File: config.mk
export PLATFORM = sky130hd
export DESIGN_NAME = byte_diff_patch_record_encoder_core
export DESIGN_NICKNAME = d
export VERILOG_FILES = /design/src/rtl/bdpre_pkg.sv /design/src/rtl/byte_diff_patch_record_encoder_core.sv /design/src/rtl/bdpre_ram.sv /design/src/rtl/bdpre_front.sv /design/src/rtl/bdpre_cmdq.sv /design/src/rtl/bdpre_back.sv
export SDC_FILE = /design/constraint.sdc
export NUM_CORES = 1
export LEC_CHECK = 0
export BUFFER_PORTS_ARGS = -buffer_cell sky130_fd_sc_hd__buf_4
export CAP_MARGIN = 20
export CORE_UTILIZATION = 40
export DETAILED_ROUTE_END_ITERATION = 16
export PLACE_DENSITY = 0.58
export REMOVE_ABC_BUFFERS = 1
export SLEW_MARGIN = 20
export SYNTH_ARGS = -nofsm -noshare
export SYNTH_HDL_FRONTEND = slang
export SYNTH_SLANG_ARGS = --single-unit
File: constraint.sdc
create_clock -name i_clk -period 5.4 [get_ports i_clk]
set_input_delay 1.62 -clock i_clk [delete_from_list [all_inputs] [get_ports i_clk]]
set_output_delay 1.62 -clock i_clk [all_outputs]
set_load 0.02 [all_outputs]
File: src/rtl/bdpre_pkg.sv
`timescale 1ns / 1ps
// ----------------------------------------------------------------------------
// Byte diff patch encoder package
// Shared constants, command types, sequencer states and byte helpers.
// ----------------------------------------------------------------------------
package bdpre_pkg;

    localparam int MAX_RUN_DEF = 32;
    localparam int RUN_CAP     = 41;
    localparam int CNT_W       = 6;
    localparam int WORD_W      = 32;
    localparam int HDR_BYTES   = 5;
    localparam int WORD_BYTES  = 4;
    localparam int EOF_BYTES   = 3;

    localparam logic REG_BASE_LEN = 1'b0;
    localparam logic REG_NEW_LEN  = 1'b1;

    localparam logic [7:0] CH_P = 8'h50;
    localparam logic [7:0] CH_A = 8'h41;
    localparam logic [7:0] CH_T = 8'h54;
    localparam logic [7:0] CH_C = 8'h43;
    localparam logic [7:0] CH_H = 8'h48;
    localparam logic [7:0] CH_E = 8'h45;
    localparam logic [7:0] CH_O = 8'h4F;
    localparam logic [7:0] CH_F = 8'h46;

    typedef struct packed {
        logic              err;
        logic              hdr;
        logic              flush;
        logic              eof;
        logic              bank;
        logic [CNT_W-1:0]  count;
        logic [WORD_W-1:0] start;
    } t_cmd;

    typedef struct packed {
        logic valid;
        logic bank;
    } t_release;

    typedef enum logic [2:0] {
        ST_IDLE,
        ST_HDR,
        ST_ERR,
        ST_OFS,
        ST_LEN,
        ST_DATA,
        ST_EOF
    } t_bk_state;

    function automatic logic [7:0] hdr_char(input logic [2:0] idx);
        logic [7:0] ch;
        unique case (idx)
            3'd0:    ch = CH_P;
            3'd1:    ch = CH_A;
            3'd2:    ch = CH_T;
            3'd3:    ch = CH_C;
            3'd4:    ch = CH_H;
            default: ch = 8'h00;
        endcase
        return ch;
    endfunction

    function automatic logic [7:0] eof_char(input logic [1:0] idx);
        logic [7:0] ch;
        unique case (idx)
            2'd0:    ch = CH_E;
            2'd1:    ch = CH_O;
            2'd2:    ch = CH_F;
            default: ch = 8'h00;
        endcase
        return ch;
    endfunction

    // Big-endian byte select: index 0 is the most significant byte.
    function automatic logic [7:0] word_byte(input logic [WORD_W-1:0] word,
                                             input logic [1:0] idx);
        logic [7:0] b;
        unique case (idx)
            2'd0:    b = word[31:24];
            2'd1:    b = word[23:16];
            2'd2:    b = word[15:8];
            default: b = word[7:0];
        endcase
        return b;
    endfunction

endpackage

File: src/rtl/byte_diff_patch_record_encoder_core.sv
`timescale 1ns / 1ps
// ----------------------------------------------------------------------------
// Byte diff patch record encoder
// Result path: command queue, back-end state register, output register.
// Throughput: input beats are taken one per cycle while the command queue has
// room and the run bank being filled is not still being read by the back end;
// the back end pops each command in its idle state, then sends its patch bytes.
// Reset: synchronous active-low reset clears all control state; no clear pass.
// ----------------------------------------------------------------------------
module byte_diff_patch_record_encoder_core #(
    parameter int MAX_RUN = bdpre_pkg::MAX_RUN_DEF
) (
    input  logic                         i_clk,
    input  logic                         i_rst_n,
    input  logic                         i_cfg_we,
    input  logic                         i_cfg_idx,
    input  logic [bdpre_pkg::WORD_W-1:0] i_cfg_data,
    input  logic                         i_valid,
    output logic                         o_ready,
    input  logic [7:0]                   i_base_byte,
    input  logic [7:0]                   i_new_byte,
    output logic                         o_valid,
    input  logic                         i_ready,
    output logic [7:0]                   o_out_byte,
    output logic                         o_end_of_batch,
    output logic                         o_end_of_patch,
    output logic                         o_error_flag
);

    localparam int RUN_LIMIT = (MAX_RUN < bdpre_pkg::RUN_CAP) ? MAX_RUN : bdpre_pkg::RUN_CAP;
    localparam int IDX_W     = (RUN_LIMIT > 1) ? $clog2(RUN_LIMIT) : 1;
    localparam int RAM_DEPTH = 2 ** (IDX_W + 1);

    logic                q_push;
    logic                q_full;
    logic                q_pop;
    logic                q_empty;
    bdpre_pkg::t_cmd     q_in_cmd;
    bdpre_pkg::t_cmd     q_out_cmd;
    bdpre_pkg::t_release bank_release;
    logic                ram_wr_en;
    logic [IDX_W:0]      ram_wr_addr;
    logic [7:0]          ram_wr_data;
    logic [IDX_W:0]      ram_rd_addr;
    logic [7:0]          ram_rd_data;

    bdpre_front #(
        .RUN_LIMIT (RUN_LIMIT),
        .IDX_W     (IDX_W)
    ) u_front (
        .i_clk       (i_clk),
        .i_rst_n     (i_rst_n),
        .i_cfg_we    (i_cfg_we),
        .i_cfg_idx   (i_cfg_idx),
        .i_cfg_data  (i_cfg_data),
        .i_valid     (i_valid),
        .o_ready     (o_ready),
        .i_base_byte (i_base_byte),
        .i_new_byte  (i_new_byte),
        .o_push      (q_push),
        .o_cmd       (q_in_cmd),
        .i_q_full    (q_full),
        .i_release   (bank_release),
        .o_wr_en     (ram_wr_en),
        .o_wr_addr   (ram_wr_addr),
        .o_wr_data   (ram_wr_data)
    );

    bdpre_ram #(
        .WIDTH (8),
        .DEPTH (RAM_DEPTH)
    ) u_run_ram (
        .i_clk     (i_clk),
        .i_wr_en   (ram_wr_en),
        .i_wr_addr (ram_wr_addr),
        .i_wr_data (ram_wr_data),
        .i_rd_addr (ram_rd_addr),
        .o_rd_data (ram_rd_data)
    );

    bdpre_cmdq u_cmdq (
        .i_clk   (i_clk),
        .i_rst_n (i_rst_n),
        .i_push  (q_push),
        .i_cmd   (q_in_cmd),
        .o_full  (q_full),
        .i_pop   (q_pop),
        .o_cmd   (q_out_cmd),
        .o_empty (q_empty)
    );

    bdpre_back #(
        .IDX_W (IDX_W)
    ) u_back (
        .i_clk          (i_clk),
        .i_rst_n        (i_rst_n),
        .i_q_empty      (q_empty),
        .i_cmd          (q_out_cmd),
        .o_pop          (q_pop),
        .o_rd_addr      (ram_rd_addr),
        .i_rd_data      (ram_rd_data),
        .o_release      (bank_release),
        .o_valid        (o_valid),
        .i_ready        (i_ready),
        .o_out_byte     (o_out_byte),
        .o_end_of_batch (o_end_of_batch),
        .o_end_of_patch (o_end_of_patch),
        .o_error_flag   (o_error_flag)
    );

endmodule

File: src/rtl/bdpre_ram.sv
`timescale 1ns / 1ps
// ----------------------------------------------------------------------------
// Generic RAM
// One write port and one read port with registered read data.
// ----------------------------------------------------------------------------
module bdpre_ram #(
    parameter int WIDTH = 8,
    parameter int DEPTH = 4
) (
    input  logic                     i_clk,
    input  logic                     i_wr_en,
    input  logic [$clog2(DEPTH)-1:0] i_wr_addr,
    input  logic [WIDTH-1:0]         i_wr_data,
    input  logic [$clog2(DEPTH)-1:0] i_rd_addr,
    output logic [WIDTH-1:0]         o_rd_data
);

    logic [WIDTH-1:0] r_mem [DEPTH];
    logic [WIDTH-1:0] r_rd_data;

    always_ff @(posedge i_clk) begin
        if (i_wr_en) begin
            r_mem[i_wr_addr] <= i_wr_data;
        end
        r_rd_data <= r_mem[i_rd_addr];
    end

    assign o_rd_data = r_rd_data;

endmodule

File: src/rtl/bdpre_front.sv
`timescale 1ns / 1ps
// ----------------------------------------------------------------------------
// Patch encoder front end
// Holds the length registers and run state, classifies each input beat and
// issues emit commands. Run bytes go to one of two RAM banks; a bank that the
// back end is still reading holds off new input.
// ----------------------------------------------------------------------------
module bdpre_front #(
    parameter int RUN_LIMIT = 32,
    parameter int IDX_W     = 5
) (
    input  logic                          i_clk,
    input  logic                          i_rst_n,
    input  logic                          i_cfg_we,
    input  logic                          i_cfg_idx,
    input  logic [bdpre_pkg::WORD_W-1:0]  i_cfg_data,
    input  logic                          i_valid,
    output logic                          o_ready,
    input  logic [7:0]                    i_base_byte,
    input  logic [7:0]                    i_new_byte,
    output logic                          o_push,
    output bdpre_pkg::t_cmd               o_cmd,
    input  logic                          i_q_full,
    input  bdpre_pkg::t_release           i_release,
    output logic                          o_wr_en,
    output logic [IDX_W:0]                o_wr_addr,
    output logic [7:0]                    o_wr_data
);

    localparam logic [bdpre_pkg::CNT_W-1:0] LIMIT = bdpre_pkg::CNT_W'(RUN_LIMIT);

    logic [bdpre_pkg::WORD_W-1:0] r_base_len;
    logic [bdpre_pkg::WORD_W-1:0] r_new_len;
    logic [bdpre_pkg::WORD_W-1:0] r_pos;
    logic [bdpre_pkg::WORD_W-1:0] r_run_start;
    logic [bdpre_pkg::CNT_W-1:0]  r_run_count;
    logic                         r_hdr_sent;
    logic                         r_halted;
    logic                         r_bank;
    logic [1:0]                   r_busy;
    logic [1:0]                   n_busy;

    logic                         w_accept;
    logic                         w_active;
    logic                         w_last;
    logic                         w_in_base;
    logic                         w_base_end;
    logic                         w_same;
    logic                         w_err;
    logic                         w_flush;
    logic                         w_do_flush;
    logic [bdpre_pkg::WORD_W-1:0] w_start;
    logic [bdpre_pkg::CNT_W-1:0]  w_cnt_inc;

    assign o_ready  = !i_q_full && !r_busy[r_bank];
    assign w_accept = i_valid && o_ready;
    assign w_active = w_accept && !r_halted;

    assign w_last     = (r_pos == r_new_len - 32'd1);
    assign w_in_base  = (r_pos < r_base_len);
    assign w_base_end = (r_pos == r_base_len - 32'd1);
    assign w_same     = w_in_base && (i_base_byte == i_new_byte);
    assign w_err      = !r_hdr_sent && (r_base_len > r_new_len);
    assign w_start    = (r_run_count == '0) ? r_pos : r_run_start;
    assign w_cnt_inc  = r_run_count + bdpre_pkg::CNT_W'(1);

    // An equal byte closes the open run; a differing byte extends it and may
    // close it at the limit, at the last position or at the base end.
    assign w_flush = w_same ? (r_run_count != '0)
                            : ((w_cnt_inc >= LIMIT) || w_last || (w_in_base && w_base_end));
    assign w_do_flush = w_active && !w_err && w_flush;

    always_comb begin
        o_cmd.err   = w_err;
        o_cmd.hdr   = !r_hdr_sent;
        o_cmd.flush = !w_err && w_flush;
        o_cmd.eof   = !w_err && w_last;
        o_cmd.bank  = r_bank;
        o_cmd.count = w_same ? r_run_count : w_cnt_inc;
        o_cmd.start = w_same ? r_run_start : w_start;
    end

    assign o_push    = w_active && (w_err || !r_hdr_sent || w_flush || w_last);
    assign o_wr_en   = w_active && !w_err && !w_same;
    assign o_wr_addr = {r_bank, r_run_count[IDX_W-1:0]};
    assign o_wr_data = i_new_byte;

    always_comb begin
        n_busy = r_busy;
        if (i_release.valid) begin
            n_busy[i_release.bank] = 1'b0;
        end
        if (w_do_flush) begin
            n_busy[r_bank] = 1'b1;
        end
    end

    always_ff @(posedge i_clk) begin
        if (!i_rst_n) begin
            r_base_len  <= '0;
            r_new_len   <= 32'd1;
            r_pos       <= '0;
            r_run_start <= '0;
            r_run_count <= '0;
            r_hdr_sent  <= 1'b0;
            r_halted    <= 1'b0;
            r_bank      <= 1'b0;
            r_busy      <= '0;
        end else begin
            r_busy <= n_busy;
            if (i_cfg_we) begin
                case (i_cfg_idx)
                    bdpre_pkg::REG_BASE_LEN: r_base_len <= i_cfg_data;
                    default:                 r_new_len  <= i_cfg_data;
                endcase
            end
            if (w_active) begin
                if (w_err) begin
                    r_halted <= 1'b1;
                end else begin
                    r_hdr_sent <= 1'b1;
                    r_pos      <= r_pos + 32'd1;
                    if (w_last) begin
                        r_halted <= 1'b1;
                    end
                    if (!w_same) begin
                        r_run_start <= w_start;
                    end
                    if (w_flush) begin
                        r_run_count <= '0;
                        r_bank      <= ~r_bank;
                    end else if (!w_same) begin
                        r_run_count <= w_cnt_inc;
                    end
                end
            end
        end
    end

    a_no_cmd_halted: assert property (@(posedge i_clk) disable iff (!i_rst_n)
        r_halted |-> !o_push)
        else $error("command issued after the patch ended");

    a_flush_count: assert property (@(posedge i_clk) disable iff (!i_rst_n)
        o_push && o_cmd.flush |-> (o_cmd.count != '0) && (o_cmd.count <= LIMIT))
        else $error("flushed run has a bad length");

    a_open_run: assert property (@(posedge i_clk) disable iff (!i_rst_n)
        r_run_count < LIMIT)
        else $error("open run reached the limit without a flush");

endmodule

File: src/rtl/bdpre_cmdq.sv
`timescale 1ns / 1ps
// ----------------------------------------------------------------------------
// Command queue
// Two-entry queue of emit commands between front end and back end.
// ----------------------------------------------------------------------------
module bdpre_cmdq (
    input  logic            i_clk,
    input  logic            i_rst_n,
    input  logic            i_push,
    input  bdpre_pkg::t_cmd i_cmd,
    output logic            o_full,
    input  logic            i_pop,
    output bdpre_pkg::t_cmd o_cmd,
    output logic            o_empty
);

    bdpre_pkg::t_cmd r_mem [2];
    logic            r_wr_ptr;
    logic            r_rd_ptr;
    logic [1:0]      r_fill;
    logic            w_push;
    logic            w_pop;

    assign o_full  = (r_fill == 2'd2);
    assign o_empty = (r_fill == 2'd0);
    assign o_cmd   = r_mem[r_rd_ptr];
    assign w_push  = i_push && !o_full;
    assign w_pop   = i_pop && !o_empty;

    always_ff @(posedge i_clk) begin
        if (w_push) begin
            r_mem[r_wr_ptr] <= i_cmd;
        end
    end

    always_ff @(posedge i_clk) begin
        if (!i_rst_n) begin
            r_wr_ptr <= 1'b0;
            r_rd_ptr <= 1'b0;
            r_fill   <= '0;
        end else begin
            if (w_push) begin
                r_wr_ptr <= ~r_wr_ptr;
            end
            if (w_pop) begin
                r_rd_ptr <= ~r_rd_ptr;
            end
            case ({w_push, w_pop})
                2'b10:   r_fill <= r_fill + 2'd1;
                2'b01:   r_fill <= r_fill - 2'd1;
                default: r_fill <= r_fill;
            endcase
        end
    end

endmodule

File: src/rtl/bdpre_back.sv
`timescale 1ns / 1ps
// ----------------------------------------------------------------------------
// Patch encoder back end
// Sequences each command into patch bytes through an output register, one per
// cycle unless stalled: header, record offset and length, run bytes, end marker.
// ----------------------------------------------------------------------------
module bdpre_back #(
    parameter int IDX_W = 5
) (
    input  logic                i_clk,
    input  logic                i_rst_n,
    input  logic                i_q_empty,
    input  bdpre_pkg::t_cmd     i_cmd,
    output logic                o_pop,
    output logic [IDX_W:0]      o_rd_addr,
    input  logic [7:0]          i_rd_data,
    output bdpre_pkg::t_release o_release,
    output logic                o_valid,
    input  logic                i_ready,
    output logic [7:0]          o_out_byte,
    output logic                o_end_of_batch,
    output logic                o_end_of_patch,
    output logic                o_error_flag
);

    localparam logic [bdpre_pkg::CNT_W-1:0] HDR_LAST  = bdpre_pkg::CNT_W'(bdpre_pkg::HDR_BYTES - 1);
    localparam logic [bdpre_pkg::CNT_W-1:0] WORD_LAST = bdpre_pkg::CNT_W'(bdpre_pkg::WORD_BYTES - 1);
    localparam logic [bdpre_pkg::CNT_W-1:0] EOF_LAST  = bdpre_pkg::CNT_W'(bdpre_pkg::EOF_BYTES - 1);

    bdpre_pkg::t_bk_state        r_state;
    bdpre_pkg::t_bk_state        n_state;
    logic [bdpre_pkg::CNT_W-1:0] r_cnt;
    logic [bdpre_pkg::CNT_W-1:0] n_cnt;
    bdpre_pkg::t_cmd             r_cmd;
    bdpre_pkg::t_cmd             n_cmd;

    logic       r_o_valid;
    logic [7:0] r_o_byte;
    logic       r_o_eob;
    logic       r_o_eop;
    logic       r_o_err;

    logic       w_adv;
    logic       w_emit;
    logic [7:0] w_byte;
    logic       w_eob;
    logic       w_eop;
    logic       w_err;

    assign w_adv = !r_o_valid || i_ready;

    always_comb begin
        n_state   = r_state;
        n_cnt     = r_cnt;
        n_cmd     = r_cmd;
        o_pop     = 1'b0;
        o_release = '{valid: 1'b0, bank: r_cmd.bank};
        w_emit    = 1'b0;
        w_byte    = 8'h00;
        w_eob     = 1'b0;
        w_eop     = 1'b0;
        w_err     = 1'b0;
        unique case (r_state)
            bdpre_pkg::ST_IDLE: begin
                if (!i_q_empty) begin
                    o_pop = 1'b1;
                    n_cmd = i_cmd;
                    n_cnt = '0;
                    if (i_cmd.err) begin
                        n_state = bdpre_pkg::ST_ERR;
                    end else if (i_cmd.hdr) begin
                        n_state = bdpre_pkg::ST_HDR;
                    end else if (i_cmd.flush) begin
                        n_state = bdpre_pkg::ST_OFS;
                    end else begin
                        n_state = bdpre_pkg::ST_EOF;
                    end
                end
            end
            bdpre_pkg::ST_ERR: begin
                if (w_adv) begin
                    w_emit  = 1'b1;
                    w_err   = 1'b1;
                    w_eop   = 1'b1;
                    w_eob   = 1'b1;
                    n_state = bdpre_pkg::ST_IDLE;
                end
            end
            bdpre_pkg::ST_HDR: begin
                if (w_adv) begin
                    w_emit = 1'b1;
                    w_byte = bdpre_pkg::hdr_char(r_cnt[2:0]);
                    n_cnt  = r_cnt + bdpre_pkg::CNT_W'(1);
                    if (r_cnt == HDR_LAST) begin
                        n_cnt = '0;
                        if (r_cmd.flush) begin
                            n_state = bdpre_pkg::ST_OFS;
                        end else if (r_cmd.eof) begin
                            n_state = bdpre_pkg::ST_EOF;
                        end else begin
                            w_eob   = 1'b1;
                            n_state = bdpre_pkg::ST_IDLE;
                        end
                    end
                end
            end
            bdpre_pkg::ST_OFS: begin
                if (w_adv) begin
                    w_emit = 1'b1;
                    w_byte = bdpre_pkg::word_byte(r_cmd.start, r_cnt[1:0]);
                    n_cnt  = r_cnt + bdpre_pkg::CNT_W'(1);
                    if (r_cnt == WORD_LAST) begin
                        n_cnt   = '0;
                        n_state = bdpre_pkg::ST_LEN;
                    end
                end
            end
            bdpre_pkg::ST_LEN: begin
                if (w_adv) begin
                    w_emit = 1'b1;
                    w_byte = bdpre_pkg::word_byte(
                        {{(bdpre_pkg::WORD_W - bdpre_pkg::CNT_W){1'b0}}, r_cmd.count},
                        r_cnt[1:0]);
                    n_cnt  = r_cnt + bdpre_pkg::CNT_W'(1);
                    if (r_cnt == WORD_LAST) begin
                        n_cnt   = '0;
                        n_state = bdpre_pkg::ST_DATA;
                    end
                end
            end
            bdpre_pkg::ST_DATA: begin
                if (w_adv) begin
                    w_emit = 1'b1;
                    w_byte = i_rd_data;
                    n_cnt  = r_cnt + bdpre_pkg::CNT_W'(1);
                    if (r_cnt == r_cmd.count - bdpre_pkg::CNT_W'(1)) begin
                        n_cnt           = '0;
                        o_release.valid = 1'b1;
                        if (r_cmd.eof) begin
                            n_state = bdpre_pkg::ST_EOF;
                        end else begin
                            w_eob   = 1'b1;
                            n_state = bdpre_pkg::ST_IDLE;
                        end
                    end
                end
            end
            bdpre_pkg::ST_EOF: begin
                if (w_adv) begin
                    w_emit = 1'b1;
                    w_byte = bdpre_pkg::eof_char(r_cnt[1:0]);
                    n_cnt  = r_cnt + bdpre_pkg::CNT_W'(1);
                    if (r_cnt == EOF_LAST) begin
                        n_cnt   = '0;
                        w_eob   = 1'b1;
                        w_eop   = 1'b1;
                        n_state = bdpre_pkg::ST_IDLE;
                    end
                end
            end
            default: begin
                n_state = bdpre_pkg::ST_IDLE;
            end
        endcase
    end

    // The read address follows the next count, so the registered read data
    // lines up with the run byte being sent in the data state.
    assign o_rd_addr = {r_cmd.bank, n_cnt[IDX_W-1:0]};

    always_ff @(posedge i_clk) begin
        if (!i_rst_n) begin
            r_state   <= bdpre_pkg::ST_IDLE;
            r_cnt     <= '0;
            r_o_valid <= 1'b0;
        end else begin
            r_state <= n_state;
            r_cnt   <= n_cnt;
            if (w_adv) begin
                r_o_valid <= w_emit;
            end
        end
    end

    always_ff @(posedge i_clk) begin
        r_cmd <= n_cmd;
        if (w_adv && w_emit) begin
            r_o_byte <= w_byte;
            r_o_eob  <= w_eob;
            r_o_eop  <= w_eop;
            r_o_err  <= w_err;
        end
    end

    assign o_valid        = r_o_valid;
    assign o_out_byte     = r_o_byte;
    assign o_end_of_batch = r_o_eob;
    assign o_end_of_patch = r_o_eop;
    assign o_error_flag   = r_o_err;

    a_err_ends: assert property (@(posedge i_clk) disable iff (!i_rst_n)
        r_o_valid && r_o_err |-> r_o_eob && r_o_eop)
        else $error("error beat does not end the patch");

    a_eop_eob: assert property (@(posedge i_clk) disable iff (!i_rst_n)
        r_o_valid && r_o_eop |-> r_o_eob)
        else $error("end of patch without end of batch");

    a_data_index: assert property (@(posedge i_clk) disable iff (!i_rst_n)
        r_state == bdpre_pkg::ST_DATA |-> r_cnt < r_cmd.count)
        else $error("run byte index past the run length");

endmodule
==> results of run 1 <==
routing by layer:
metal  vias up  track usage  share of wire
met2       882       0.3800           0.48
met3       148      0.03234          0.061
met5         -            0              0
li1      11722            -              -
met1     12895       0.3086           0.43
met4         0      0.06445          0.024
logic make-up after synthesis:
| group | after synthesis |
|---|---|
| and+or+nand+nor | 1019 |
| DFF | 812 |
| AOI/OAI and AO/OA | 509 |
| muxes | 302 |
| buffers and inverters | 293 |
| xor gates and xnor gates | 108 |
| adders and majority gates | 79 |
worst max path at each step:
stage                                        end  slack [ns]
after floorplan           u_run_ram.o_rd_data[6]       -6.01
after global placement    u_run_ram.o_rd_data[1]        0.37
after detailed placement  u_run_ram.o_rd_data[1]        0.30
after CTS                       u_cmdq.r_fill[1]        0.49
after global routing      u_run_ram.o_rd_data[7]        0.27
final                     u_run_ram.o_rd_data[1]        0.55
where the power goes:
group	switching (mW)	internal, mW
registers	0.406	7.36
logic	2.11	1.33
clock network	2.57	3.79
worst max-delay path, cell delays in order, from the launching register on:
cell and delay [ns]:
sky130_fd_sc_hd__dfxtp_1 0.45, sky130_fd_sc_hd__inv_1 0.21, sky130_fd_sc_hd__ha_1 0.64, sky130_fd_sc_hd__nand4bb_1 0.28
sky130_fd_sc_hd__nor4_1 0.39, sky130_fd_sc_hd__o21ai_1 0.18, sky130_fd_sc_hd__a32o_1 0.28, sky130_fd_sc_hd__a221oi_4 0.23
sky130_fd_sc_hd__buf_12 0.25, sky130_fd_sc_hd__buf_4 0.28, sky130_fd_sc_hd__mux2i_1 0.26, sky130_fd_sc_hd__o22ai_1 0.12
sky130_fd_sc_hd__a311oi_1 0.71, sky130_fd_sc_hd__a22o_1 0.30, sky130_fd_sc_hd__a311oi_1 0.07
metrics by stage:
stage | utilization | cell area, µm² | total power [mW]
2_1_floorplan | - | 36540 | 10.16
3_3_place_gp | 0.4286 | 39470 | 11.27
3_5_place_dp | 0.4287 | 39470 | 11.32
4_1_cts | 0.4624 | 42580 | 17.66
5_1_grt | 0.4626 | 42590 | 18.22
6_report | 0.4626 | 42590 | 17.56
flip-flops by register name, summed over array words and instances (netlist names), 2 cells and up, named ones only:
register	count
u_front.r_run_start	32
u_run_ram.r_mem	512
u_back.o_out_byte	8
u_back.r_cnt	6
u_back.r_cmd	40
u_cmdq.r_mem	86
u_front.r_new_len	32
u_front.r_base_len	32
u_cmdq.r_fill	2
u_front.r_pos	32
u_front.r_busy	2
u_run_ram.o_rd_data	8
u_back.r_state	3
u_front.r_run_count	6
placed cells by master (no fill, tap or decap), types with 22 or more instances in the layout:
cell / instances
sky130_fd_sc_hd__edfxtp_1: 650
sky130_fd_sc_hd__nand2_1: 393
sky130_fd_sc_hd__mux2i_1: 222
sky130_fd_sc_hd__nor2_1: 210
sky130_fd_sc_hd__dfxtp_1: 159
sky130_fd_sc_hd__buf_4: 150
sky130_fd_sc_hd__a21oi_1: 135
sky130_fd_sc_hd__o21ai_0: 91
sky130_fd_sc_hd__inv_1: 91
sky130_fd_sc_hd__clkbuf_16: 91
sky130_fd_sc_hd__nand3_1: 86
sky130_fd_sc_hd__ha_1: 79
sky130_fd_sc_hd__mux2_2: 75
sky130_fd_sc_hd__xnor2_1: 72
sky130_fd_sc_hd__nor3_1: 63
sky130_fd_sc_hd__nand4_1: 37
sky130_fd_sc_hd__a221oi_1: 36
sky130_fd_sc_hd__xor2_1: 34
sky130_fd_sc_hd__or3_1: 33
sky130_fd_sc_hd__nand2b_1: 30
sky130_fd_sc_hd__nor4_1: 27
sky130_fd_sc_hd__o22ai_1: 27
sky130_fd_sc_hd__a311oi_1: 26
sky130_fd_sc_hd__a21o_1: 24
sky130_fd_sc_hd__a31oi_1: 23
sky130_fd_sc_hd__nor2b_1: 22
cell type report:
type / count / area share
clock buffer: 128 / 0.06072
tap: 1243 / 0.03651
multi-input combinational: 2017 / 0.3172
clock inverter: 37 / 0.01219
sequential: 812 / 0.5345
inverter: 92 / 0.008166
timing repair buffer: 159 / 0.03067
==> flow_summary.rst, run 1 <==
.. list-table::
   :header-rows: 1

   * - Metric
     - Value
   * - Status
     - completed
   * - Worst min-delay path startpoint
     - u_front.r_run_start[22]
   * - Number of warning messages in the yosys log
     - 0
   * - Synthesized-area fraction occupied by ao, oa, aoi and oai cells
     - 0.09209
   * - Number of port buffers
     - 66
   * - Number of buffers inserted by post-CTS setup repair
     - 0
   * - Number of flops mapped to enable cells by yosys
     - 650
   * - Required time at the worst-slack endpoint
     - 5.91 ns
   * - Total number of vias
     - 25647
   * - Post-CTS Hold Buffers
     - 0
   * - Number of sinks handled by clock tree synthesis
     - 812
   * - Rel. slew slack
     - 0.2463
   * - Initial antenna violation count
     - 1
   * - Dominant combinational cell family by area after synthesis
     - simple AND/OR/NAND/NOR gates
   * - Floorplan die width
     - 307.6 µm
   * - Total area of sequential cells
     - 22770 µm²
   * - Number of cells on the worst reg-to-reg path
     - 14
   * - Most frequent cells after synthesis
     - 650 x sky130_fd_sc_hd__edfxtp_1, 395 x sky130_fd_sc_hd__nand2_1, 222 x sky130_fd_sc_hd__mux2i_1
   * - Die span in y
     - 307.6 µm
   * - Arrival time at the worst endpoint
     - 5.36 ns
   * - Mean number of vias per cell
     - 5.715
   * - Min-Delay Endpoint
     - u_front.r_run_start[22]
   * - Shortest clock period the worst path allows after layout
     - 4.845 ns
   * - Floorplan die area
     - 94600 µm²
   * - Reg2reg setup slack
     - 0.55 ns
   * - Worst setup slack after placement
     - 0.2960 ns
   * - Register clock-pin slew on the reported worst setup and hold paths
     - 0.06 ns
   * - HPWL after detailed placement
     - 73200 µm
   * - Worst clock skew
     - 0.05947 ns
   * - Post-synthesis sequential element count
     - 812
   * - Async set-reset flop share out of synthesis
     - 0
   * - Final Hold Fails
     - 0
   * - Pin slew with the least headroom to its limit
     - 1.126 ns
   * - Area share of xor/xnor cells in the synthesized design
     - 0.02613
   * - Placer Congestion
     - 0.9392
   * - Worst supply voltage drop on vdd
     - 0.0002334 V
   * - Post-DRT Antenna Nets
     - 0
   * - Placed instance count
     - 4322
   * - Final period utilization
     - 0.8972
   * - Insertion delay to the later sink of the worst-skew pair
     - 0.67 ns
   * - Synthesized area per cell
     - 11.96 µm²
   * - Top fanout value on the critical path
     - 21
   * - WL per Instance
     - 24.27 µm
   * - Filler cell count
     - 8257
   * - Simple-Gate Fraction of Synth Area
     - 0.1299
   * - Global-route usage over all layers
     - 0.2278
   * - Total Wirelength
     - 108900 µm
   * - Critical path origin
     - u_back.r_cnt[1]
   * - Hold Crit Depth
     - 2
   * - Dominant cell type by area after synthesis
     - sky130_fd_sc_hd__edfxtp_1
   * - Final std cells w/o fill
     - 4488
   * - Cell count after synthesis
     - 3122
   * - Area of the core
     - 92080 µm²
   * - Maximum number of pins on one net before global-route repair
     - 83
   * - Pwr per Cell Area
     - 412.3 nW/µm²
   * - First-pass iteration count of the detailed router
     - 5
   * - Share of Yosys cell area claimed by the top area cell type
     - 0.5226
   * - Max-slew violation total from the final report
     - 0
   * - First-pass GRT wire length
     - 161700 µm
   * - Clock Path Buffers
     - 3
   * - Area of the mapped netlist
     - 37350 µm²
   * - Post-cts sizing count
     - 0
   * - Top-count cell post-synth
     - sky130_fd_sc_hd__edfxtp_1
   * - Violation count after the first detailed-route iteration
     - 2402
   * - Area Overhead vs Synth
     - 14.04%
   * - Vias in the first global route
     - 24991
   * - Minimum setup slack in the final design
     - 0.5550 ns
   * - ANT cells
     - 0
   * - Max Freq
     - 206.4 MHz
   * - Type of element launching the critical path
     - flop
   * - RSZ-0062 raised after global routing
     - no
   * - Residual DRC count
     - 0
   * - Final global-route overflow total
     - 0
   * - CTS tree
     - yes
   * - Worst hold slack across all endpoints
     - 0.4568 ns
   * - Deepest level of the CTS H-tree
     - 3
   * - Row Count
     - 111
   * - CTS Buf Count
     - 89
   * - Sequential fraction of the synthesis area
     - 0.6094
   * - Master cell of the clock root buffer
     - sky130_fd_sc_hd__clkbuf_16
   * - Final setup vio count
     - 0
   * - Post-Route Setup TNS
     - 0 ns
   * - Count of different cell masters after synthesis
     - 88
   * - Main area contributors after synthesis
     - sky130_fd_sc_hd__edfxtp_1 52%, sky130_fd_sc_hd__dfxtp_1 8.7%, sky130_fd_sc_hd__mux2i_1 5.9%, sky130_fd_sc_hd__nand2_1 4.0%, sky130_fd_sc_hd__ha_1 2.6%
   * - Setup crit end kind
     - flop
   * - Area taken by multi-input logic gates
     - 13510 µm²
   * - Proportion of synthesized area in mux cells
     - 0.08513
   * - Max-capacitance violation count
     - 0
   * - Type of the worst setup path
     - reg2reg
   * - Effective utilization at floorplan
     - 0.4056
   * - Static leakage
     - 15.74 nW
   * - Predominant post-synthesis flop cell
     - sky130_fd_sc_hd__edfxtp_1
   * - Critical R2R Launch
     - u_back.r_cnt[1]
   * - Worst hold-check path type
     - reg2reg
   * - Top-Level Pins
     - 67
   * - Post-Synth Adder-Cell Area
     - 0.02647
   * - Critical register-to-register path endpoint
     - u_run_ram.o_rd_data[1]
   * - Share of layout cells above drive strength 1
     - 0.1297
   * - Post-layout nets
     - 3304
Note: power is estimated with default switching activity, not from simulation.
==> inputs of run 2 (changes only) <==
--- a/config.mk
+++ b/config.mk
@@ -8,6 +8,7 @@
 export BUFFER_PORTS_ARGS = -buffer_cell sky130_fd_sc_hd__buf_4
 export CAP_MARGIN = 20
 export CORE_UTILIZATION = 40
+export CTS_BUF_LIST = sky130_fd_sc_hd__clkbuf_8
 export DETAILED_ROUTE_END_ITERATION = 16
 export PLACE_DENSITY = 0.58
 export REMOVE_ABC_BUFFERS = 1
==> flow_summary.rst, run 2 (same netlist as run 1, synthesis figures left out) <==
.. list-table::
   :header-rows: 1

   * - Metric
     - Value
   * - Status
     - completed
   * - Row Count
     - 111 (unchanged)
   * - Crit path max-delay cell type
     - sky130_fd_sc_hd__a311oi_1
   * - Total number of vias
     - 26040 (+1.5%)
   * - Slowest Stage Delay on Critical Path
     - 0.70 ns (about the same)
   * - Post-layout nets
     - 3358 (+1.6%)
   * - Pwr per Cell Area
     - 395.3 nW/µm² (-4.1%)
   * - Violation count after the first detailed-route iteration
     - 2362 (-1.7%)
   * - Most frequent cells in the layout
     - 650 x sky130_fd_sc_hd__edfxtp_1, 393 x sky130_fd_sc_hd__nand2_1, 222 x sky130_fd_sc_hd__mux2i_1, 210 x sky130_fd_sc_hd__nor2_1, 160 x sky130_fd_sc_hd__dfxtp_1
   * - Floorplan die width
     - 307.6 µm (unchanged)
   * - Maximum number of pins on one net before global-route repair
     - 83 (unchanged)
   * - Final Hold Fails
     - 0 (unchanged)
   * - Initial antenna violation count
     - 1 (unchanged)
   * - Mean number of vias per cell
     - 5.679 (-0.62%)
   * - Register clock-pin slew on the reported worst setup and hold paths
     - 0.06 ns (about the same)
   * - Register bank with the most flops
     - u_run_ram.r_mem
   * - Total area of sequential cells
     - 22770 µm² (about the same)
   * - Area Overhead vs Synth
     - 13.07%
   * - Number of buffers inserted by post-CTS setup repair
     - 0 (unchanged)
   * - HPWL after detailed placement
     - 73200 µm (unchanged)
   * - Die span in y
     - 307.6 µm (unchanged)
   * - CTS Buf Count
     - 143 (+61%)
   * - Max Freq
     - 205.0 MHz (-0.66%)
   * - Most frequent cell on the critical path
     - sky130_fd_sc_hd__a311oi_1
   * - WL per Instance
     - 24.03 µm (-1.0%)
   * - Vias in the first global route
     - 25505 (+2.1%)
   * - Post-DRT Antenna Nets
     - 0 (unchanged)
   * - Leading registers by flop count
     - u_run_ram.r_mem (512), u_cmdq.r_mem (86), u_back.r_cmd (40)
   * - Deepest level of the CTS H-tree
     - 4 (+1)
   * - Shortest clock period the worst path allows after layout
     - 4.877 ns (+0.03221 ns)
   * - Top-Level Pins
     - 67 (unchanged)
   * - Filler cell count
     - 8362 (+1.3%)
   * - First-pass GRT wire length
     - 163000 µm (+0.85%)
   * - Worst hold-check path type
     - reg2reg
   * - Insertion delay to the later sink of the worst-skew pair
     - 0.84 ns (+0.17 ns)
   * - Pin slew with the least headroom to its limit
     - 1.137 ns (+0.01101 ns)
   * - Post-CTS Hold Buffers
     - 0 (unchanged)
   * - Static leakage
     - 15.81 nW (+0.42%)
   * - Total Wirelength
     - 110200 µm (+1.1%)
   * - Clock Path Buffers
     - 3 (unchanged)
   * - Post-cts sizing count
     - 0 (unchanged)
   * - Final global-route overflow total
     - 0 (unchanged)
   * - Area of the core
     - 92080 µm² (unchanged)
   * - Floorplan die area
     - 94600 µm² (unchanged)
   * - Cell chain of the critical path
     - inv_1 -> ha_1 -> nand4bb_1 -> nor4_1 -> o21ai_1 -> a32o_1 -> a221oi_4 -> buf_12 -> buf_4 -> mux2i_1 -> o22ai_1 -> a311oi_1 -> a22o_1 -> a311oi_1
   * - Residual DRC count
     - 0 (unchanged)
   * - First-pass iteration count of the detailed router
     - 5 (unchanged)
   * - Final period utilization
     - 0.9032 (+0.005966)
   * - Area taken by multi-input logic gates
     - 13510 µm² (unchanged)
   * - Worst clock skew
     - 0.04145 ns (-0.01801 ns)
   * - Type of element launching the critical path
     - flop
   * - Effective utilization at floorplan
     - 0.4056 (unchanged)
   * - Max-slew violation total from the final report
     - 0 (unchanged)
   * - Master cell of the clock root buffer
     - sky130_fd_sc_hd__clkbuf_8
   * - Overall power after layout
     - 16.69 mW (-4.9%)
   * - Number of sinks handled by clock tree synthesis
     - 812 (unchanged)
   * - Arrival time at the worst endpoint
     - 5.56 ns (+0.20 ns)
   * - Share of layout cells above drive strength 1
     - 0.1371 (+0.007388)
   * - Number of port buffers
     - 66 (unchanged)
   * - Most common cell after layout, fill and taps aside
     - sky130_fd_sc_hd__edfxtp_1
   * - CTS tree
     - yes
   * - Final core area utilization
     - 0.4586 (-0.003940)
   * - Rel. slew slack
     - 0.2389 (-0.007370)
   * - Final setup vio count
     - 0 (unchanged)
   * - RSZ-0062 raised after global routing
     - no
   * - Top fanout value on the critical path
     - 21 (unchanged)
   * - Global-route usage over all layers
     - 0.2316 (+0.003818)
   * - Max-capacitance violation count
     - 0 (unchanged)
   * - Type of the worst setup path
     - reg2reg
   * - Setup crit end kind
     - flop
   * - Required time at the worst-slack endpoint
     - 6.08 ns (+0.17 ns)
   * - Placer Congestion
     - 0.9392 (unchanged)
   * - Flip-flop count of the largest register after layout
     - 512 (unchanged)
   * - Worst supply voltage drop on vdd
     - 0.0002185 V (-6.4%)
## run 2: cell count changes in the layout (fill, tap and decap cells not counted), sizes merged
| cell | change |
|---|---|
| inv | +55 |
| clkbuf | +24 |
| clkinv | +19 |
| bufinv | -4 |
| diode | +2 |
| clkinvlp | +1 |
## run 2: per-stage QoR
| step | setup WS, ns | cells | TNS [ns] | hold WS [ns] | area [µm²] |
|---|---|---|---|---|---|
| floorplan | -6.010 | 2921 | -53.34 | 0.4329 | 36540 |
| global placement | 0.3675 | 4322 | 0 | 0.4390 | 39470 |
| detailed placement | 0.2960 | 4322 | 0 | 0.4485 | 39470 |
| CTS | 0.4765 | 4582 | 0 | 0.4589 | 42210 |
| global route | 0.2483 | 4585 | 0 | 0.4745 | 42230 |
| finish | 0.5228 | 4585 | 0 | 0.4575 | 42230 |
## run 2: critical path, delay by kind of cell (launching register included)
kind / cells / cell delay (ns)
flip-flops: 1 / 0.45
multiplexers: 1 / 0.26
buffers and inverters: 3 / 0.74
AO/OA/AOI/OAI: 7 / 1.90
adder cells (fa/ha/maj): 1 / 0.65
AND/OR/NAND/NOR: 2 / 0.67
## run 2: report_power, final
part	leakage, nW	internal, mW	switching (mW)	total [mW]
clock network	1.59	2.86	2.62	5.48
logic	6.99	1.33	2.12	3.44
registers	7.24	7.36	0.408	7.77
total	15.8	11.6	5.14	16.7
## run 2: final cells by class
cell class,instances,share of cell area
antenna,2,0.0001185
clock buffer,152,0.04954
clock inverter,108,0.01532
inverter,92,0.008237
multi-input combinational,2017,0.3199
sequential,812,0.5391
tap,1243,0.03683
timing repair buffer,159,0.03093
## run 2: layer usage
metal,GRT usage,vias up,share of wire
met2,0.3769,980,0.48
met1,0.3078,13015,0.43
met4,0.08597,0,0.029
li1,-,11857,-
met3,0.04239,188,0.065
met5,0,-,0
## run 2: worst paths after layout
kind                           start                      end  slack (ns)  cells past startpoint
min reg2reg  u_front.r_run_start[22]  u_front.r_run_start[22]        0.46                      2
max reg2reg          u_back.r_cnt[1]   u_run_ram.o_rd_data[1]        0.52                     14
max                  u_back.r_cnt[1]   u_run_ram.o_rd_data[1]        0.52                     14
min          u_front.r_run_start[22]  u_front.r_run_start[22]        0.46                      2
